[config.mk]
export PLATFORM = sky130hd
export DESIGN_NAME = lane_integer_alu_with_flags_top
export DESIGN_NICKNAME = d
export VERILOG_FILES = /design/src/design/lialu_pkg.sv /design/src/design/lane_integer_alu_with_flags_top.sv
export SDC_FILE = /design/constraint.sdc
export NUM_CORES = 2
export LEC_CHECK = 0
export ABC_AREA = 1
export BUFFER_PORTS_ARGS = -buffer_cell sky130_fd_sc_hd__clkbuf_2
export CORE_MARGIN = 2
export CORE_UTILIZATION = 38
export CTS_BUF_LIST = sky130_fd_sc_hd__clkbuf_4
export CTS_CLUSTER_SIZE = 40
export DETAILED_ROUTE_END_ITERATION = 12
export GPL_ROUTABILITY_DRIVEN = 0
export PLACE_DENSITY_LB_ADDON = 0.2
export SLEW_MARGIN = 20
export SYNTH_ARGS = -nofsm -noshare
export SYNTH_HDL_FRONTEND = slang
export SYNTH_SLANG_ARGS = --single-unit
export TNS_END_PERCENT = 5
[constraint.sdc]
create_clock -name clk -period 6.8 [get_ports clk]
set_input_delay 0.68 -clock clk [delete_from_list [all_inputs] [get_ports clk]]
set_output_delay 0.68 -clock clk [all_outputs]
set_load 0.01 [all_outputs]
[src/design/lialu_pkg.sv]
`timescale 1ns / 1ps

package lialu_pkg;

  localparam int REG_COUNT_DEF = 64;

  localparam int DATA_W  = 16;
  localparam int IDX_W   = 6;
  localparam int OP_W    = 4;
  localparam int FLAGS_W = 16;

  // Opcodes. Codes above OP_SIMM are treated as no-ops.
  localparam logic [OP_W-1:0] OP_ADD  = 4'd0;
  localparam logic [OP_W-1:0] OP_SUB  = 4'd1;
  localparam logic [OP_W-1:0] OP_AND  = 4'd2;
  localparam logic [OP_W-1:0] OP_XOR  = 4'd3;
  localparam logic [OP_W-1:0] OP_ADDI = 4'd4;
  localparam logic [OP_W-1:0] OP_SUBI = 4'd5;
  localparam logic [OP_W-1:0] OP_SHL  = 4'd6;
  localparam logic [OP_W-1:0] OP_SHR  = 4'd7;
  localparam logic [OP_W-1:0] OP_IMM  = 4'd8;
  localparam logic [OP_W-1:0] OP_SIMM = 4'd9;

  localparam logic [DATA_W-1:0] SIGN_MASK    = 16'h8000;
  localparam logic [IDX_W-1:0]  SHR_ARITH    = 6'o40;
  localparam logic [IDX_W-1:0]  SHR_AMT_MASK = 6'o37;
  localparam logic [DATA_W-1:0] SIMM_EXT     = 16'hF000;

  // Flag pair positions: bit pos holds the condition, bit pos+1 its complement.
  localparam int FB_Z  = 0;
  localparam int FB_C  = 2;
  localparam int FB_N  = 4;
  localparam int FB_P  = 6;
  localparam int FB_V  = 8;
  localparam int FB_O  = 10;
  localparam int FB_LT = 12;

  typedef struct packed {
    logic [OP_W-1:0]  op;
    logic [IDX_W-1:0] dest_reg;
    logic [IDX_W-1:0] src_a;
    logic [IDX_W-1:0] src_b;
  } in_item_t;

  typedef struct packed {
    logic               write_enable;
    logic [DATA_W-1:0]  write_value;
    logic [FLAGS_W-1:0] flag_vector;
  } out_item_t;

  function automatic logic [FLAGS_W-1:0] make_flags(input logic [DATA_W-1:0] r,
                                                    input logic carry,
                                                    input logic ovf);
    logic [FLAGS_W-1:0] f;
    logic neg;
    logic zero;
    neg  = |(r & SIGN_MASK);
    zero = (r == '0);
    f = '0;
    f[FB_Z]    = zero;
    f[FB_Z+1]  = !zero;
    f[FB_C]    = carry;
    f[FB_C+1]  = !carry;
    f[FB_N]    = neg;
    f[FB_N+1]  = !neg;
    f[FB_P]    = !zero && !neg;
    f[FB_P+1]  = zero || neg;
    f[FB_V]    = ovf;
    f[FB_V+1]  = !ovf;
    f[FB_O]    = r[0];
    f[FB_O+1]  = !r[0];
    f[FB_LT]   = neg ^ ovf;
    f[FB_LT+1] = !(neg ^ ovf);
    return f;
  endfunction

endpackage

[src/design/lane_integer_alu_with_flags_top.sv]
`timescale 1ns / 1ps

// Channel   Ports                              Direction
// input     in_valid, in_ready, in_data        instruction transfer into the lane
// result    out_valid, out_ready, out_data     write report and flags out of the lane
//
// One instruction per cycle sustained while the result channel is not stalled. A result
// passes through the execute-stage register and the result register before it is
// offered. The register file is a two-read-port synchronous memory, so operands arrive
// in the cycle after acceptance; the execute stage forwards the most recent write. Reset
// clears the flags and the per-register valid bits at once, so no sweep is needed. A
// stalled result register holds the execute stage, which in turn holds input.

module lane_integer_alu_with_flags_top #(
  parameter int REG_COUNT = lialu_pkg::REG_COUNT_DEF
) (
  input  logic                 clk,
  input  logic                 rst_n,
  input  logic                 in_valid,
  output logic                 in_ready,
  input  lialu_pkg::in_item_t  in_data,
  output logic                 out_valid,
  input  logic                 out_ready,
  output lialu_pkg::out_item_t out_data
);

  localparam int AW = $clog2(REG_COUNT);
  localparam logic [lialu_pkg::IDX_W:0] REG_LIM = (lialu_pkg::IDX_W + 1)'(REG_COUNT);

  logic [lialu_pkg::DATA_W-1:0] mem [REG_COUNT];
  logic [REG_COUNT-1:0] vld_r;

  logic in_fire;
  logic s1_adv;
  logic [AW-1:0] ra;
  logic [AW-1:0] rb;
  logic ra_ok;
  logic rb_ok;

  logic s1_v_r;
  lialu_pkg::in_item_t s1_r;
  logic [lialu_pkg::DATA_W-1:0] rd_a_r;
  logic [lialu_pkg::DATA_W-1:0] rd_b_r;
  logic rd_vld_a_r;
  logic rd_vld_b_r;

  logic wb_en_r;
  logic [lialu_pkg::IDX_W-1:0] wb_addr_r;
  logic [lialu_pkg::DATA_W-1:0] wb_data_r;

  logic [lialu_pkg::FLAGS_W-1:0] flag_r;
  logic [lialu_pkg::FLAGS_W-1:0] flag_nxt;

  logic out_valid_r;
  lialu_pkg::out_item_t out_data_r;

  logic [lialu_pkg::DATA_W-1:0] opa;
  logic [lialu_pkg::DATA_W-1:0] opb;
  logic [lialu_pkg::DATA_W-1:0] addb;
  logic [lialu_pkg::DATA_W-1:0] res;
  logic [lialu_pkg::DATA_W-1:0] sum;
  logic [lialu_pkg::DATA_W-1:0] diff;
  logic [3:0] sra_amt;
  logic carry;
  logic ovf;
  logic is_alu;
  logic writes;
  logic dst_ok;
  logic mem_we;

  assign in_ready = !s1_v_r || s1_adv;
  assign in_fire  = in_valid && in_ready;
  assign s1_adv   = s1_v_r && (!out_valid_r || out_ready);

  assign ra_ok = ({1'b0, in_data.src_a} < REG_LIM);
  assign rb_ok = ({1'b0, in_data.src_b} < REG_LIM);
  assign ra    = ra_ok ? in_data.src_a[AW-1:0] : '0;
  assign rb    = rb_ok ? in_data.src_b[AW-1:0] : '0;

  // Register file read: data is registered and held while the execute stage stalls.
  always_ff @(posedge clk) begin
    if (in_fire) begin
      rd_a_r     <= mem[ra];
      rd_b_r     <= mem[rb];
      rd_vld_a_r <= vld_r[ra];
      rd_vld_b_r <= vld_r[rb];
      s1_r       <= in_data;
    end
  end

  always_ff @(posedge clk) begin
    if (mem_we) begin
      mem[s1_r.dest_reg[AW-1:0]] <= res;
    end
  end

  // Operand selection: register zero and out-of-range indexes read zero; the last
  // write may have landed at the same edge as the read, so it is forwarded.
  always_comb begin
    opa = '0;
    if (s1_r.src_a != '0 && ({1'b0, s1_r.src_a} < REG_LIM)) begin
      if (wb_en_r && wb_addr_r == s1_r.src_a) begin
        opa = wb_data_r;
      end else if (rd_vld_a_r) begin
        opa = rd_a_r;
      end
    end
    opb = '0;
    if (s1_r.src_b != '0 && ({1'b0, s1_r.src_b} < REG_LIM)) begin
      if (wb_en_r && wb_addr_r == s1_r.src_b) begin
        opb = wb_data_r;
      end else if (rd_vld_b_r) begin
        opb = rd_b_r;
      end
    end
  end

  always_comb begin
    addb = (s1_r.op == lialu_pkg::OP_ADDI || s1_r.op == lialu_pkg::OP_SUBI) ?
           {{(lialu_pkg::DATA_W - lialu_pkg::IDX_W){1'b0}}, s1_r.src_b} : opb;
    sum  = opa + addb;
    diff = opa - addb;
    sra_amt = s1_r.src_b[4] ? 4'd15 : s1_r.src_b[3:0];
    res    = '0;
    carry  = 1'b0;
    ovf    = 1'b0;
    is_alu = 1'b1;
    writes = 1'b1;
    unique case (s1_r.op)
      lialu_pkg::OP_ADD, lialu_pkg::OP_ADDI: begin
        res   = sum;
        carry = (sum < opa);
        ovf   = !((opa[15] ^ addb[15])) && (sum[15] ^ opa[15]);
      end
      lialu_pkg::OP_SUB, lialu_pkg::OP_SUBI: begin
        res   = diff;
        carry = (diff < opa);
        ovf   = (opa[15] ^ addb[15]) && (diff[15] ^ opa[15]);
      end
      lialu_pkg::OP_AND: res = opa & opb;
      lialu_pkg::OP_XOR: res = opa ^ opb;
      lialu_pkg::OP_SHL: begin
        res = (s1_r.src_b[5] || s1_r.src_b[4]) ? '0 : (opa << s1_r.src_b[3:0]);
      end
      lialu_pkg::OP_SHR: begin
        if ((s1_r.src_b & lialu_pkg::SHR_ARITH) != '0) begin
          res = $unsigned($signed(opa) >>> sra_amt);
        end else begin
          res = s1_r.src_b[4] ? '0 : (opa >> s1_r.src_b[3:0]);
        end
      end
      lialu_pkg::OP_IMM, lialu_pkg::OP_SIMM: begin
        is_alu = 1'b0;
        res = {{(lialu_pkg::DATA_W - 2 * lialu_pkg::IDX_W){1'b0}}, s1_r.src_a, s1_r.src_b};
        if (s1_r.op == lialu_pkg::OP_SIMM && s1_r.src_a[5]) begin
          res = res | lialu_pkg::SIMM_EXT;
        end
      end
      default: begin
        is_alu = 1'b0;
        writes = 1'b0;
      end
    endcase
    flag_nxt = is_alu ? lialu_pkg::make_flags(res, carry, ovf) : flag_r;
  end

  assign dst_ok = ({1'b0, s1_r.dest_reg} < REG_LIM);
  assign mem_we = s1_adv && writes && dst_ok && (s1_r.dest_reg != '0);

  always_ff @(posedge clk) begin
    if (!rst_n) begin
      s1_v_r      <= 1'b0;
      out_valid_r <= 1'b0;
      vld_r       <= '0;
      wb_en_r     <= 1'b0;
      flag_r      <= '0;
    end else begin
      if (in_fire) begin
        s1_v_r <= 1'b1;
      end else if (s1_adv) begin
        s1_v_r <= 1'b0;
      end
      if (s1_adv) begin
        out_valid_r <= 1'b1;
        flag_r      <= flag_nxt;
      end else if (out_ready) begin
        out_valid_r <= 1'b0;
      end
      if (mem_we) begin
        vld_r[s1_r.dest_reg[AW-1:0]] <= 1'b1;
        wb_en_r <= 1'b1;
      end
    end
  end

  always_ff @(posedge clk) begin
    if (mem_we) begin
      wb_addr_r <= s1_r.dest_reg;
      wb_data_r <= res;
    end
    if (s1_adv) begin
      out_data_r.write_enable <= writes && dst_ok;
      out_data_r.write_value  <= (writes && dst_ok) ? res : '0;
      out_data_r.flag_vector  <= flag_nxt;
    end
  end

  assign out_valid = out_valid_r;
  assign out_data  = out_data_r;

endmodule

==> flow_metrics.env <==
export IMPL_ys_async_sr_fraction_pct=0
export IMPL_synthCells=6746
export IMPL_cts_max_level=5
export IMPL_fin_crit_ns=5.87
export IMPL_reg2reg_from="s1_r[5]$_DFFE_PP_"
export IMPL_final_antenna_net_count=0
export IMPL_wl_per_cell_um=27.4
export IMPL_cp_arrival_ns=7.10
export IMPL_maxCapViolCount=0
export IMPL_clkSinkCount=1218
export IMPL_slew_violations=0
export IMPL_fp_dieH_um=410
export IMPL_drt_total_wl_um=252000
export IMPL_drive_gt1_share_pct=12.4
export IMPL_grt_pass1_wl_um=360000
export IMPL_ys_ff_latch=1218
export IMPL_antenna_found_initial=14
export IMPL_setup_viol=0
export IMPL_fin_tns_setup_ns=0
export IMPL_critPathRequiredTime_ns=8.03
export IMPL_place_ws_ns=1.11
export IMPL_grt_use_total_pct=29.0
export IMPL_syn2layout_area_growth_pct=11.2
export IMPL_cts_tree="yes"
export IMPL_die_area_um2=168000
export IMPL_clock_latency_ns=1.32
export IMPL_nets=6897
export IMPL_outcome="finished, final reports clean"
export IMPL_synth_flop_cell="edfxtp_1"
export IMPL_crit_slowest_cell="inv_1"
export IMPL_overflow=0
export IMPL_fin_ws_ns=0.932
export IMPL_routed_via_density=6.21
export IMPL_period_share_pct=86.3
export IMPL_ys_warn_count=0
export IMPL_grt_pass1_vias=53900
export IMPL_start_util_pct=38.4
export IMPL_hp_class="input port to flip-flop"
export IMPL_drt_initial_drc_count=8751
export IMPL_whs_ns=0.139
export IMPL_io_pins=61
export IMPL_cpPeakStageDelay_ns=0.66
export IMPL_cp_end_kind="flip-flop"
export IMPL_coreArea_um2=163000
export IMPL_worstPathMaxFanout=30
export IMPL_first_pass_iters=8
export IMPL_cts_root_buf="clkbuf_4"
export IMPL_yosysUniqueCellTypes=63
export IMPL_criticalPathCategory="flip-flop to flip-flop"
export IMPL_fill_cells=15669
export IMPL_vias=57221
export IMPL_cts_setup_buffers=0
export IMPL_fmax_mhz=170
export IMPL_fin_cells=9210
export IMPL_slew_limit_headroom_pct=22.0
export IMPL_powerDensity_nw_per_um2=255
export IMPL_rsz0062_at_grt="no"
export IMPL_tightestPinTransition_ns=1.17
export IMPL_num_rows=148
export IMPL_grt_max_degree=165
export IMPL_startpoint_type="flip-flop"
export IMPL_clock_skew_ns=0.105
export IMPL_clk_path_buf_depth=4
export IMPL_ir_worst_vdd_mv=0.174
export IMPL_drc=0
export IMPL_power_leakage_nw=24.4
export IMPL_dp_cells=8598
export IMPL_io_buffer_count=60
export IMPL_startpoint="s1_r[5]$_DFFE_PP_"
export IMPL_cpMostUsedCell="nand2_1"
export IMPL_postSynthAreaPerCell_um2=9.28
export IMPL_cts_buffers=348
export IMPL_hold_violations=0
export IMPL_seq_area_frac_synth_pct=57.1
export IMPL_synth_edf_count=1135
export IMPL_post_dp_hpwl_um=141000
export IMPL_dieWidth_um=410
export IMPL_synth_area_um2=62600
export IMPL_min_delay_start="in_data[21]"
export IMPL_cts_clk_slew_worst_paths_ns=0.07
[cell families after synthesis]
logic type / synth area share [%]
AO/OA/AOI/OAI: 21.1
XOR/XNOR: 0.294
adder cells (fa/ha/maj): 1.56
buffers and inverters: 4.64
flip-flops: 57.1
multiplexers: 0.0480
other: 0.00599
AND/OR/NAND/NOR: 15.3
[sequential cells by signal, summed over array words and instances (netlist names), 16 cells and up]
signal	cells
s1_r	22
wb_data_r	16
rd_a_r	16
mem	1024
out_data	33
flag_r	16
rd_b_r	16
vld_r	64
[cells in the mapped netlist (8+ instances only)]
| cell type | n | area (µm²) |
|---|---|---|
| nand2_1 | 479 | 1800 |
| o32ai_1 | 16 | 140 |
| o21a_1 | 49 | 368 |
| clkbuf_1 | 480 | 1800 |
| a21oi_1 | 106 | 531 |
| a211oi_1 | 17 | 128 |
| a221oi_1 | 22 | 193 |
| o221ai_1 | 77 | 674 |
| nand2_4 | 11 | 124 |
| o21bai_1 | 12 | 90.1 |
| nor3_1 | 18 | 90.1 |
| inv_2 | 12 | 45.0 |
| inv_1 | 199 | 747 |
| o21ai_1 | 11 | 55.1 |
| nor2_1 | 1539 | 5780 |
| o21ai_0 | 1378 | 6900 |
| xor2_1 | 21 | 184 |
| nand4_1 | 37 | 231 |
| clkinv_1 | 9 | 33.8 |
| buf_2 | 24 | 120 |
| edfxtp_1 | 1135 | 34100 |
| dfxtp_1 | 83 | 1660 |
| ha_1 | 75 | 938 |
| nand3_1 | 206 | 1030 |
| nor2_2 | 10 | 62.6 |
| o211ai_1 | 50 | 375 |
| nand3_2 | 9 | 90.1 |
| o22ai_1 | 552 | 3450 |
| buf_1 | 21 | 78.8 |
| o311ai_0 | 8 | 70.1 |
| nand2_2 | 27 | 169 |
[timing repair]
action                                 4_1_cts  5_1_grt
endpoints found under the hold margin       41        0
resized for setup                            0        0
hold buffers                                21        0
[path summary, 6_finish.rpt]
| kind | cells after the start | end | slack (ns) |
|---|---|---|---|
| worst min-delay path | 2 | s1_r[21]$_DFFE_PP_ | 0.14 |
| worst max-delay path | 33 | flag_r[2]$_SDFFE_PN0P_ | 0.93 |
| worst max register to register | 33 | flag_r[2]$_SDFFE_PN0P_ | 0.93 |
| worst min register to register | 2 | vld_r[0]$_SDFFE_PN0P_ | 0.43 |
[area by class of cell]
| class | instances | area (µm²) | area share [%] |
|---|---|---|---|
| Multi-Input combinational cell | 4790 | 24400 | 35.1 |
| Antenna cell | 13 | 32.5 | 0.0467 |
| Clock inverter | 92 | 418 | 0.600 |
| Sequential cell | 1218 | 35700 | 51.3 |
| Tap cell | 2175 | 2720 | 3.91 |
| Clock buffer | 486 | 3650 | 5.24 |
| Timing Repair Buffer | 215 | 1760 | 2.53 |
| Inverter | 221 | 870 | 1.25 |
[metrics by stage]
stage	util, %	cell area, µm²	total power, mW
3_3_place_gp	40.0	65300	11.3
6_report	42.7	69600	17.8
5_1_grt	42.7	69600	18.4
2_1_floorplan	-	62600	10.2
4_1_cts	42.6	69600	17.8
3_5_place_dp	40.0	65300	11.3
[worst max-delay path: cells and delay by family, from the launching register on]
family / cells / cell delay (ns)
fa+ha+maj: 2 / 0.58
simple gates: 14 / 1.52
buf+inv: 6 / 1.25
flops: 1 / 0.32
compound gates: 11 / 2.14
[per-layer routing]
metal  vias to the layer above  share of wire (%)  track usage (%)
li1                      24757                  -                -
met1                     27724                 40             39.2
met2                      3949                 42             42.7
met3                       783                 13             7.53
met4                         8                5.4             15.4
met5                         -              0.024                0
[cells in the final DEF, fill, tap and decap left out, types with 49 or more instances in the layout]
master | Yosys | final
ha_1 | 75 | 75
o22ai_1 | 552 | 552
clkbuf_2 | 0 | 50
clkbuf_4 | 1 | 486
nand3_1 | 206 | 204
o221ai_1 | 77 | 77
nor2_1 | 1539 | 1476
a21oi_1 | 106 | 106
buf_4 | 4 | 121
o211ai_1 | 50 | 50
dfxtp_1 | 83 | 83
clkinv_1 | 9 | 81
nand2_1 | 479 | 467
o21ai_0 | 1378 | 1378
inv_1 | 199 | 194
o21a_1 | 49 | 49
edfxtp_1 | 1135 | 1135
[power by group]
group | internal [mW] | leakage [nW] | switching, mW
Sequential | 8.50 | 11.3 | 0.0490
Clock | 3.34 | 2.44 | 3.17
Combinational | 0.656 | 10.7 | 2.04
(Power assumes the default switching activity.)
